$ cat src/att_pkg.sv
`timescale 1ns / 1ps
// ----------------------------------------------------------------------------
// att_pkg
// Shared constants and controller/datapath command and status types.
// ----------------------------------------------------------------------------
package att_pkg;
	localparam int COLUMNS_DEF = 64;
	localparam int ROWS_DEF    = 36;

	localparam logic [7:0] CH_NUL  = 8'h00;
	localparam logic [7:0] CH_BS   = 8'h08;
	localparam logic [7:0] CH_LF   = 8'h0A;
	localparam logic [7:0] CH_CR   = 8'h0D;
	localparam logic [7:0] CH_ESC  = 8'h1B;
	localparam logic [7:0] CH_LBR  = 8'h5B;
	localparam logic [7:0] CH_SEMI = 8'h3B;
	localparam logic [7:0] CH_ZERO = 8'h30;
	localparam logic [7:0] CH_NINE = 8'h39;
	localparam logic [7:0] CH_TWO  = 8'h32;
	localparam logic [7:0] CH_A    = 8'h41;
	localparam logic [7:0] CH_B    = 8'h42;
	localparam logic [7:0] CH_C    = 8'h43;
	localparam logic [7:0] CH_D    = 8'h44;
	localparam logic [7:0] CH_H    = 8'h48;
	localparam logic [7:0] CH_J    = 8'h4A;

	localparam logic [2:0] ESC_NONE = 3'd0;
	localparam logic [2:0] ESC_SEEN = 3'd1;
	localparam logic [2:0] ESC_CSI  = 3'd2;
	localparam logic [2:0] ESC_NUM1 = 3'd3;
	localparam logic [2:0] ESC_SEMI = 3'd4;
	localparam logic [2:0] ESC_NUM2 = 3'd5;

	// datapath memory operation selected by the controller
	localparam logic [1:0] MOP_NONE  = 2'd0;
	localparam logic [1:0] MOP_READ  = 2'd1;
	localparam logic [1:0] MOP_WRITE = 2'd2;
	localparam logic [1:0] MOP_COPY  = 2'd3;

	typedef struct packed {
		logic [1:0] mop;
		logic       wr_zero;
		logic       use_sweep;
		logic       sweep_clr;
		logic       sweep_inc;
	} dp_cmd_t;

	typedef struct packed {
		logic sweep_last;
	} dp_sts_t;
endpackage

$ cat src/att_ctrl.sv
`timescale 1ns / 1ps
// ----------------------------------------------------------------------------
// att_ctrl
// Handshake, escape parser, cursor and sequencing of clear and scroll sweeps.
// ----------------------------------------------------------------------------
module att_ctrl import att_pkg::*; #(
	parameter int COLUMNS = COLUMNS_DEF,
	parameter int ROWS    = ROWS_DEF,
	parameter int AW      = $clog2(COLUMNS * ROWS)
) (
	input  logic          clk,
	input  logic          arst_n,
	input  logic          in_valid,
	output logic          in_ready,
	input  logic          req_type,
	input  logic [7:0]    char_in,
	input  logic [11:0]   cell_addr,
	output logic          out_valid,
	input  logic          out_ready,
	output logic [7:0]    cell_char,
	output logic [11:0]   cursor_now,
	output dp_cmd_t       cmd,
	output logic [AW-1:0] addr,
	output logic [7:0]    wdata,
	output logic [AW-1:0] sweep_end,
	input  dp_sts_t       sts,
	input  logic [7:0]    rdata
);
	localparam int CELLS = COLUMNS * ROWS;
	localparam int CW    = $clog2(COLUMNS);
	localparam int RW    = $clog2(ROWS + 1);

	localparam logic [2:0] ST_IDLE  = 3'd0;
	localparam logic [2:0] ST_RDWT  = 3'd1;
	localparam logic [2:0] ST_CLEAR = 3'd2;
	localparam logic [2:0] ST_COPY  = 3'd3;
	localparam logic [2:0] ST_BLANK = 3'd4;
	localparam logic [2:0] ST_DONE  = 3'd5;
	localparam logic [2:0] ST_CPEND = 3'd6;
	localparam logic [2:0] ST_INIT  = 3'd7;

	logic [2:0]  state_q;
	logic [2:0]  mode_q;
	logic [7:0]  rown_q, coln_q;
	logic [1:0]  fdc_q;
	logic [CW-1:0] col_q;
	logic [RW-1:0] row_q;
	logic        rd_pend_q, rd_zero_q;

	logic        accept, out_free;
	assign out_free = !out_valid || out_ready;
	assign in_ready = (state_q == ST_IDLE) && out_free;
	assign accept   = in_valid && in_ready;

	// decode
	logic is_digit, is_dir, bad_seq, do_clear, do_print;
	logic [7:0] dig_val, acc;
	logic [2:0] mode_n;
	logic [7:0] rown_n, coln_n;
	logic [1:0] fdc_n;
	logic [CW-1:0] col_n;
	logic [RW:0]   row_n;
	logic [AW:0]   lin;
	logic [11:0]   add10;

	assign is_digit = (char_in >= CH_ZERO) && (char_in <= CH_NINE);
	assign is_dir   = (char_in >= CH_A && char_in <= CH_D) || char_in == CH_H;
	assign dig_val  = char_in - CH_ZERO;

	always_comb begin
		logic plain;
		logic [7:0] rr, kk;
		acc = (mode_q == ESC_NUM1 || mode_q == ESC_CSI) ? rown_q : coln_q;
		add10 = 12'(acc) * 12'd10 + 12'(dig_val);
		mode_n = mode_q; rown_n = rown_q; coln_n = coln_q; fdc_n = fdc_q;
		col_n = col_q; row_n = {1'b0, row_q};
		plain = 1'b0; do_clear = 1'b0; do_print = 1'b0; bad_seq = 1'b0;
		lin = '0;
		rr = '0; kk = '0;
		if (char_in == CH_ESC) begin
			mode_n = ESC_SEEN; rown_n = '0; coln_n = '0; fdc_n = '0;
		end else if (char_in == CH_LBR) begin
			if (mode_q == ESC_SEEN) mode_n = ESC_CSI;
			else plain = 1'b1;
		end else if (is_dir) begin
			if (mode_q == ESC_CSI) begin
				case (char_in)
					CH_A: row_n = (row_q != '0) ? {1'b0, row_q} - 1'b1 : '0;
					CH_B: row_n = {1'b0, row_q} + 1'b1;
					CH_C: begin
						col_n = CW'(col_q + 1'b1);
						if (col_q == CW'(COLUMNS - 1)) row_n = {1'b0, row_q} + 1'b1;
					end
					CH_D: begin
						if (col_q != '0) col_n = col_q - 1'b1;
						else if (row_q != '0) begin
							col_n = CW'(COLUMNS - 1); row_n = {1'b0, row_q} - 1'b1;
						end
					end
					default: begin col_n = '0; row_n = '0; end
				endcase
				if (char_in == CH_A && row_q == '0) col_n = '0;
				mode_n = ESC_NONE; rown_n = '0; coln_n = '0; fdc_n = '0;
			end else if (mode_q == ESC_NUM2 && char_in == CH_H) begin
				rr = (rown_q > 8'(ROWS - 1)) ? 8'(ROWS - 1) : rown_q;
				kk = (coln_q > 8'(COLUMNS - 1)) ? 8'(COLUMNS - 1) : coln_q;
				row_n = (RW + 1)'(rr); col_n = CW'(kk);
				mode_n = ESC_NONE; rown_n = '0; coln_n = '0; fdc_n = '0;
			end else plain = 1'b1;
		end else if (mode_q == ESC_NUM1 && fdc_q == 2'd1 && rown_q == 8'd2
				&& char_in == CH_J) begin
			do_clear = 1'b1;
			mode_n = ESC_NONE; rown_n = '0; coln_n = '0; fdc_n = '0;
		end else if (is_digit) begin
			if (mode_q == ESC_CSI || mode_q == ESC_NUM1) begin
				rown_n = (add10 > 12'd255) ? 8'd255 : add10[7:0];
				if (fdc_q != 2'd3) fdc_n = fdc_q + 1'b1;
				mode_n = ESC_NUM1;
			end else if (mode_q == ESC_SEMI || mode_q == ESC_NUM2) begin
				coln_n = (add10 > 12'd255) ? 8'd255 : add10[7:0];
				mode_n = ESC_NUM2;
			end else plain = 1'b1;
		end else if (char_in == CH_SEMI) begin
			if (mode_q == ESC_NUM1) mode_n = ESC_SEMI;
			else plain = 1'b1;
		end else plain = 1'b1;

		if (plain) begin
			mode_n = ESC_NONE; rown_n = '0; coln_n = '0; fdc_n = '0;
			case (char_in)
				CH_BS: begin
					if (col_q != '0) col_n = col_q - 1'b1;
					else if (row_q != '0) begin
						col_n = CW'(COLUMNS - 1); row_n = {1'b0, row_q} - 1'b1;
					end
				end
				CH_CR: col_n = '0;
				CH_LF: begin col_n = '0; row_n = {1'b0, row_q} + 1'b1; end
				CH_NUL: ;
				default: begin
					do_print = 1'b1;
					col_n = CW'(col_q + 1'b1);
					if (col_q == CW'(COLUMNS - 1)) row_n = {1'b0, row_q} + 1'b1;
				end
			endcase
		end
		bad_seq = (row_n >= (RW + 1)'(ROWS));
		if (bad_seq) row_n = row_n - 1'b1;
		lin = (AW + 1)'(row_q) * (AW + 1)'(COLUMNS) + (AW + 1)'(col_q);
	end

	logic scroll_n;
	assign scroll_n = bad_seq;

	logic [AW:0] cur_lin;
	assign cur_lin = (AW + 1)'(row_q) * (AW + 1)'(COLUMNS) + (AW + 1)'(col_q);
	assign cursor_now = 12'(cur_lin);

	logic [7:0] cell_q;
	assign cell_char = rd_pend_q ? (rd_zero_q ? 8'h00 : rdata) : cell_q;

	logic out_set;
	assign out_set = (accept && (req_type || !(do_clear || scroll_n)))
		|| (state_q == ST_DONE);

	always_comb begin
		cmd = '0;
		addr = AW'(lin);
		wdata = char_in;
		sweep_end = AW'(CELLS - 1);
		if (accept && !req_type && do_print) cmd.mop = MOP_WRITE;
		if (accept && req_type && cell_addr < 12'(CELLS)) begin
			cmd.mop = MOP_READ; addr = AW'(cell_addr);
		end
		if (accept && (do_clear || (!req_type && scroll_n))) cmd.sweep_clr = 1'b1;
		case (state_q)
			ST_INIT, ST_CLEAR: begin
				cmd.mop = MOP_WRITE; cmd.wr_zero = 1'b1; cmd.use_sweep = 1'b1;
				cmd.sweep_inc = 1'b1;
			end
			ST_COPY: begin
				sweep_end = AW'(CELLS - COLUMNS - 1);
				cmd.mop = MOP_COPY; cmd.sweep_inc = 1'b1;
			end
			ST_BLANK: begin
				cmd.mop = MOP_WRITE; cmd.wr_zero = 1'b1; cmd.use_sweep = 1'b1;
				cmd.sweep_inc = 1'b1;
			end
			default: ;
		endcase
		if (state_q == ST_COPY) sweep_end = AW'(CELLS - COLUMNS - 1);
	end

	always_ff @(posedge clk or negedge arst_n) begin
		if (!arst_n) begin
			state_q <= ST_INIT; mode_q <= ESC_NONE;
			rown_q <= '0; coln_q <= '0; fdc_q <= '0;
			col_q <= '0; row_q <= '0;
			out_valid <= 1'b0; rd_pend_q <= 1'b0; rd_zero_q <= 1'b0;
			cell_q <= '0;
		end else begin
			if (out_set) begin
				out_valid <= 1'b1;
			end else if (out_valid && out_ready) begin
				out_valid <= 1'b0;
			end
			rd_pend_q <= accept && req_type;
			if (accept && req_type) rd_zero_q <= !(cell_addr < 12'(CELLS));
			if (accept && !req_type) begin
				cell_q <= 8'h00;
			end else if (rd_pend_q) begin
				cell_q <= rd_zero_q ? 8'h00 : rdata;
			end
			case (state_q)
				ST_INIT: if (sts.sweep_last) state_q <= ST_IDLE;
				ST_IDLE: begin
					if (accept && !req_type) begin
						mode_q <= mode_n; rown_q <= rown_n; coln_q <= coln_n;
						fdc_q <= fdc_n; col_q <= col_n; row_q <= RW'(row_n);
						if (do_clear) state_q <= ST_CLEAR;
						else if (scroll_n) state_q <= ST_COPY;
					end
				end
				ST_CLEAR: if (sts.sweep_last) state_q <= ST_DONE;
				ST_COPY: if (sts.sweep_last) state_q <= ST_CPEND;
				ST_CPEND: state_q <= ST_BLANK;
				ST_BLANK: if (sts.sweep_last) state_q <= ST_DONE;
				ST_DONE: state_q <= ST_IDLE;
				default: state_q <= ST_IDLE;
			endcase
		end
	end

	assert property (@(posedge clk) disable iff (!arst_n)
		(state_q != ST_IDLE) |-> !in_ready)
		else $error("input taken during sweep");
	assert property (@(posedge clk) disable iff (!arst_n)
		cur_lin < (AW + 1)'(CELLS))
		else $error("cursor off screen");
	assert property (@(posedge clk) disable iff (!arst_n)
		(state_q == ST_DONE) |=> out_valid)
		else $error("sweep finished without result");
	assert property (@(posedge clk) disable iff (!arst_n)
		(accept && req_type) |=> (out_valid && state_q == ST_IDLE))
		else $error("read result missing");
endmodule

$ cat config.mk
export PLATFORM = sky130hd
export DESIGN_NAME = att_ctrl
export DESIGN_NICKNAME = d
export VERILOG_FILES = /design/src/att_pkg.sv /design/src/att_ctrl.sv
export SDC_FILE = /design/constraint.sdc
export NUM_CORES = 1
export LEC_CHECK = 0
export ABC_AREA = 0
export BUFFER_PORTS_ARGS = -buffer_cell sky130_fd_sc_hd__clkbuf_2
export CAP_MARGIN = 30
export CORE_MARGIN = 2
export CORE_UTILIZATION = 63
export DETAILED_ROUTE_END_ITERATION = 6
export PLACE_DENSITY = 0.87
export SKIP_CTS_REPAIR_TIMING = 1
export SYNTH_ARGS = -nofsm -noshare
export SYNTH_HDL_FRONTEND = slang
export SYNTH_SLANG_ARGS = --single-unit
$ cat constraint.sdc
create_clock -name clk -period 13.94 [get_ports clk]
set_input_delay 3.485 -clock clk [delete_from_list [all_inputs] [get_ports clk]]
set_output_delay 3.485 -clock clk [all_outputs]
set_load 0.03 [all_outputs]
==> reports/qor.txt <==
Status - finished with violations
Violated checks - design-rule violations
Port Buffers - 82
Clock sink count - 47
Fmax achieved - 93.6 MHz
Sequential power share - 28.5%
CTS tree - yes
DP HPWL - 15.6 mm
Global-route wire length before repair - 32.6 mm
DRT iter0 DRCs - 721
Avg WL per Cell - 22.6 um
Final-stage net count - 876
Root Buffer - clkbuf_8
Final setup vio count - 0
Largest net degree at the start of global routing - 47
Slowest CP cell - a2111oi_4
Crit share post-route - 76.7%
Number of flops mapped to enable cells by yosys - 0
Cell with the most instances after synthesis - nand2_1
Startpoint Class - input port
# Max-Cap Violations - 0
Largest family of logic cells by synthesized area - compound AO/OA/AOI/OAI gates
DIE HEIGHT - 99.4 um
Slack of the worst reg-to-reg path - 9140 ps
YS warnings - 0
Fin Setup TNS - 0 ps
GP Congestion - 1.06
Top Metal Used - met4
Max FO, Critical Path - 12
Via density per instance - 7.18
Power Internal - 379 uW
Cell chain of the critical path - clkbuf_2, inv_1, ha_1, nand3b_1, nor2_1, nand4_1, a221o_1, and2_4, a2111oi_4, nor3_1, a211o_1, a21oi_2, clkbuf_2
Mapped cell area - 5730 um2
Synth area leader - dfrtp_1
Clk slew on worst S/H paths - 100 ps
Layout area overhead - 6.82%
Share of post-route cells with drive strength above 1 - 17.6%
Most area-consuming cells after synthesis - dfrtp_1, ha_1, o21ai_0
Met2 wire len - 9.57 mm
Via count of the first global-routing pass - 6222
WL met1 - 7.44 mm
Maximum vdd drop - 0.000104 V
Synth Area in Compound Gates - 29.3%
Fin util - 69.8%
Req. time, crit path - 10450 ps
CP endpoint kind - primary output
Post-layout instance area - 6120 um2
Worst skew pair latency - 320 ps
Critical Path AT - 7200 ps
Sw Share - 56.2%
Cells after Synth - 763
Antenna viol nets, final - 0
GRT Overall Usage - 41.3%
DRT Wirelength - 20.6 mm
LEAKAGE - 2.69 nW
Hold path cells - 2
Multiplexer area fraction after synthesis - 3.52%
Worst hold path type - flip-flop to flip-flop
Number of remaining DRC errors - 3
Comb power frac - 60.9%
Rel. slew slack - 30.4%
Core area - 8760 um2
Worst setup margin - 3250 ps
Synth top cells by count - nand2_1, o21ai_0, nor2_1, a21oi_1, dfrtp_1
FILL cells - 735
Placed cell count - 905
Die width - 99.4 um
Initial antenna violation count - 0
Synth Flop Type - dfrtp_1
# H-tree levels - 2
Met3 routed WL - 2.25 mm
CP dominant cell by count - clkbuf_2
Seq cells post-synth - 47
RSZ-0062 raised after global routing - false
PwrDens - 141 nW/um2
Setup WS pre-CTS - 3400 ps
Adder-cell share of the synthesized area - 8.56%
Cts bufs inserted - 5
Vias - 6556
Register area share after synthesis - 20.6%
Worst Skew - 9.03 ps
Final hold slack - 515 ps
Post-synth top area share - 19.2%
Die area - 9870 um2
Worst-margin pin slew - 1040 ps
Switching power - 486 uW
Starting Density - 65.4%
Ports - 94
Asr flop ratio synth - 100%
Pins Over Slew Limit - 0
Synth cell types - 84
Row count - 34
Endpoints failing hold - 0
Min Tclk post-route - 10690 ps
CTS Buffer Depth - 2
Finished Layout Cells - 913
Critical Path Max Stage Delay - 550 ps
GRT overflow - 0
DRT Pass-1 Iters - 7
Avg Inst Size Synth - 7.51 um2
Antenna cells - 0
Worst Reg-to-Reg Cells - 15
Worst setup path class - input port to primary output
Final Total Pwr - 865 uW
Post-synthesis simple-gate area fraction - 25.8%
XOR/XNOR Fraction of Synth Area - 3.98%
Clock power frac - 10.6%
Post-DP Area - 6030 um2
==> worst max-delay path, delay by kind of cell <==
kind	cells	cell delay, ps
buffers and inverters	3	480
adder cells (fa/ha/maj)	1	300
AO/OA/AOI/OAI	4	1490
AND/OR/NAND/NOR	5	1440
==> registers in the layout, summed over array words and instances (netlist names) <==
signal	count
fdc_q	2
col_q	6
mode_q	3
rd_pend_q	1
row_q	6
state_q	3
out_valid	1
rown_q	8
rd_zero_q	1
cell_q	8
coln_q	8
==> kinds of logic (layout without fill, tap and decap cells) <==
group | Yosys count | after routing
adders and majority gates | 38 | 38
DFF | 47 | 47
and+or+nand+nor | 282 | 282
AOI/OAI and AO/OA | 250 | 250
muxes | 18 | 18
other | 2 | 11
buffers and inverters | 100 | 133
xor gates and xnor gates | 26 | 26
==> layout make-up <==
class | instances | area (um2) | share of cell area, %
Clock buffer | 5 | 68.8 | 1.12
Multi-Input combinational cell | 625 | 4120 | 67.4
Sequential cell | 47 | 1180 | 19.3
Inverter | 38 | 143 | 2.33
Clock inverter | 3 | 22.5 | 0.368
Tap cell | 108 | 135 | 2.21
Timing Repair Buffer | 87 | 448 | 7.32
==> power by group through the flow <==
| stage | combinational (mW) | sequential (mW) | clock, mW |
|---|---|---|---|
| floorplan | 0.384 | 0.224 | 0 |
| global placement | 0.499 | 0.242 | 0 |
| detailed placement | 0.511 | 0.246 | 0 |
| CTS | 0.514 | 0.243 | 0.0908 |
| global route | 0.561 | 0.252 | 0.0981 |
| finish | 0.527 | 0.246 | 0.0920 |
==> placed cells by master, fill, tap and decap left out, drive strengths merged, types with 10 or more instances in the layout <==
cell type  synthesis  layout
mux2              17      17
nand2             79      79
a31oi             12      12
ha                36      36
o221ai            14      14
dfrtp             44      44
clkbuf            36      87
conb               2      11
and3              10      10
inv               38      39
o22ai             11      11
nor3              19      19
nor2              57      57
o21ai             71      71
a21oi             48      48
xnor2             15      15
xor2              11      11
nand3             20      20
and2              13      13
==> final timing paths <==
| path | startpoint | endpoint |
|---|---|---|
| max | char_in[4] | cmd[1] |
| min | coln_q[0]$_DFFE_PN0P_ | coln_q[0]$_DFFE_PN0P_ |
| max reg2reg | row_q[0]$_DFFE_PN0P_ | row_q[1]$_DFFE_PN0P_ |
| min reg2reg | coln_q[0]$_DFFE_PN0P_ | coln_q[0]$_DFFE_PN0P_ |
| max in group asynchronous | arst_n | coln_q[5]$_DFFE_PN0P_ |
| min in group asynchronous | arst_n | col_q[4]$_DFFE_PN0P_ |
==> per-layer routing <==
| metal | GRT usage [%] | vias to the layer above |
|---|---|---|
| met4 | 23.9 | 0 |
| li1 | - | 2891 |
| met2 | 68.0 | 507 |
| met1 | 50.6 | 3031 |
| met3 | 7.59 | 127 |
| met5 | 0 | - |
Power figures use the tool's default switching activity.
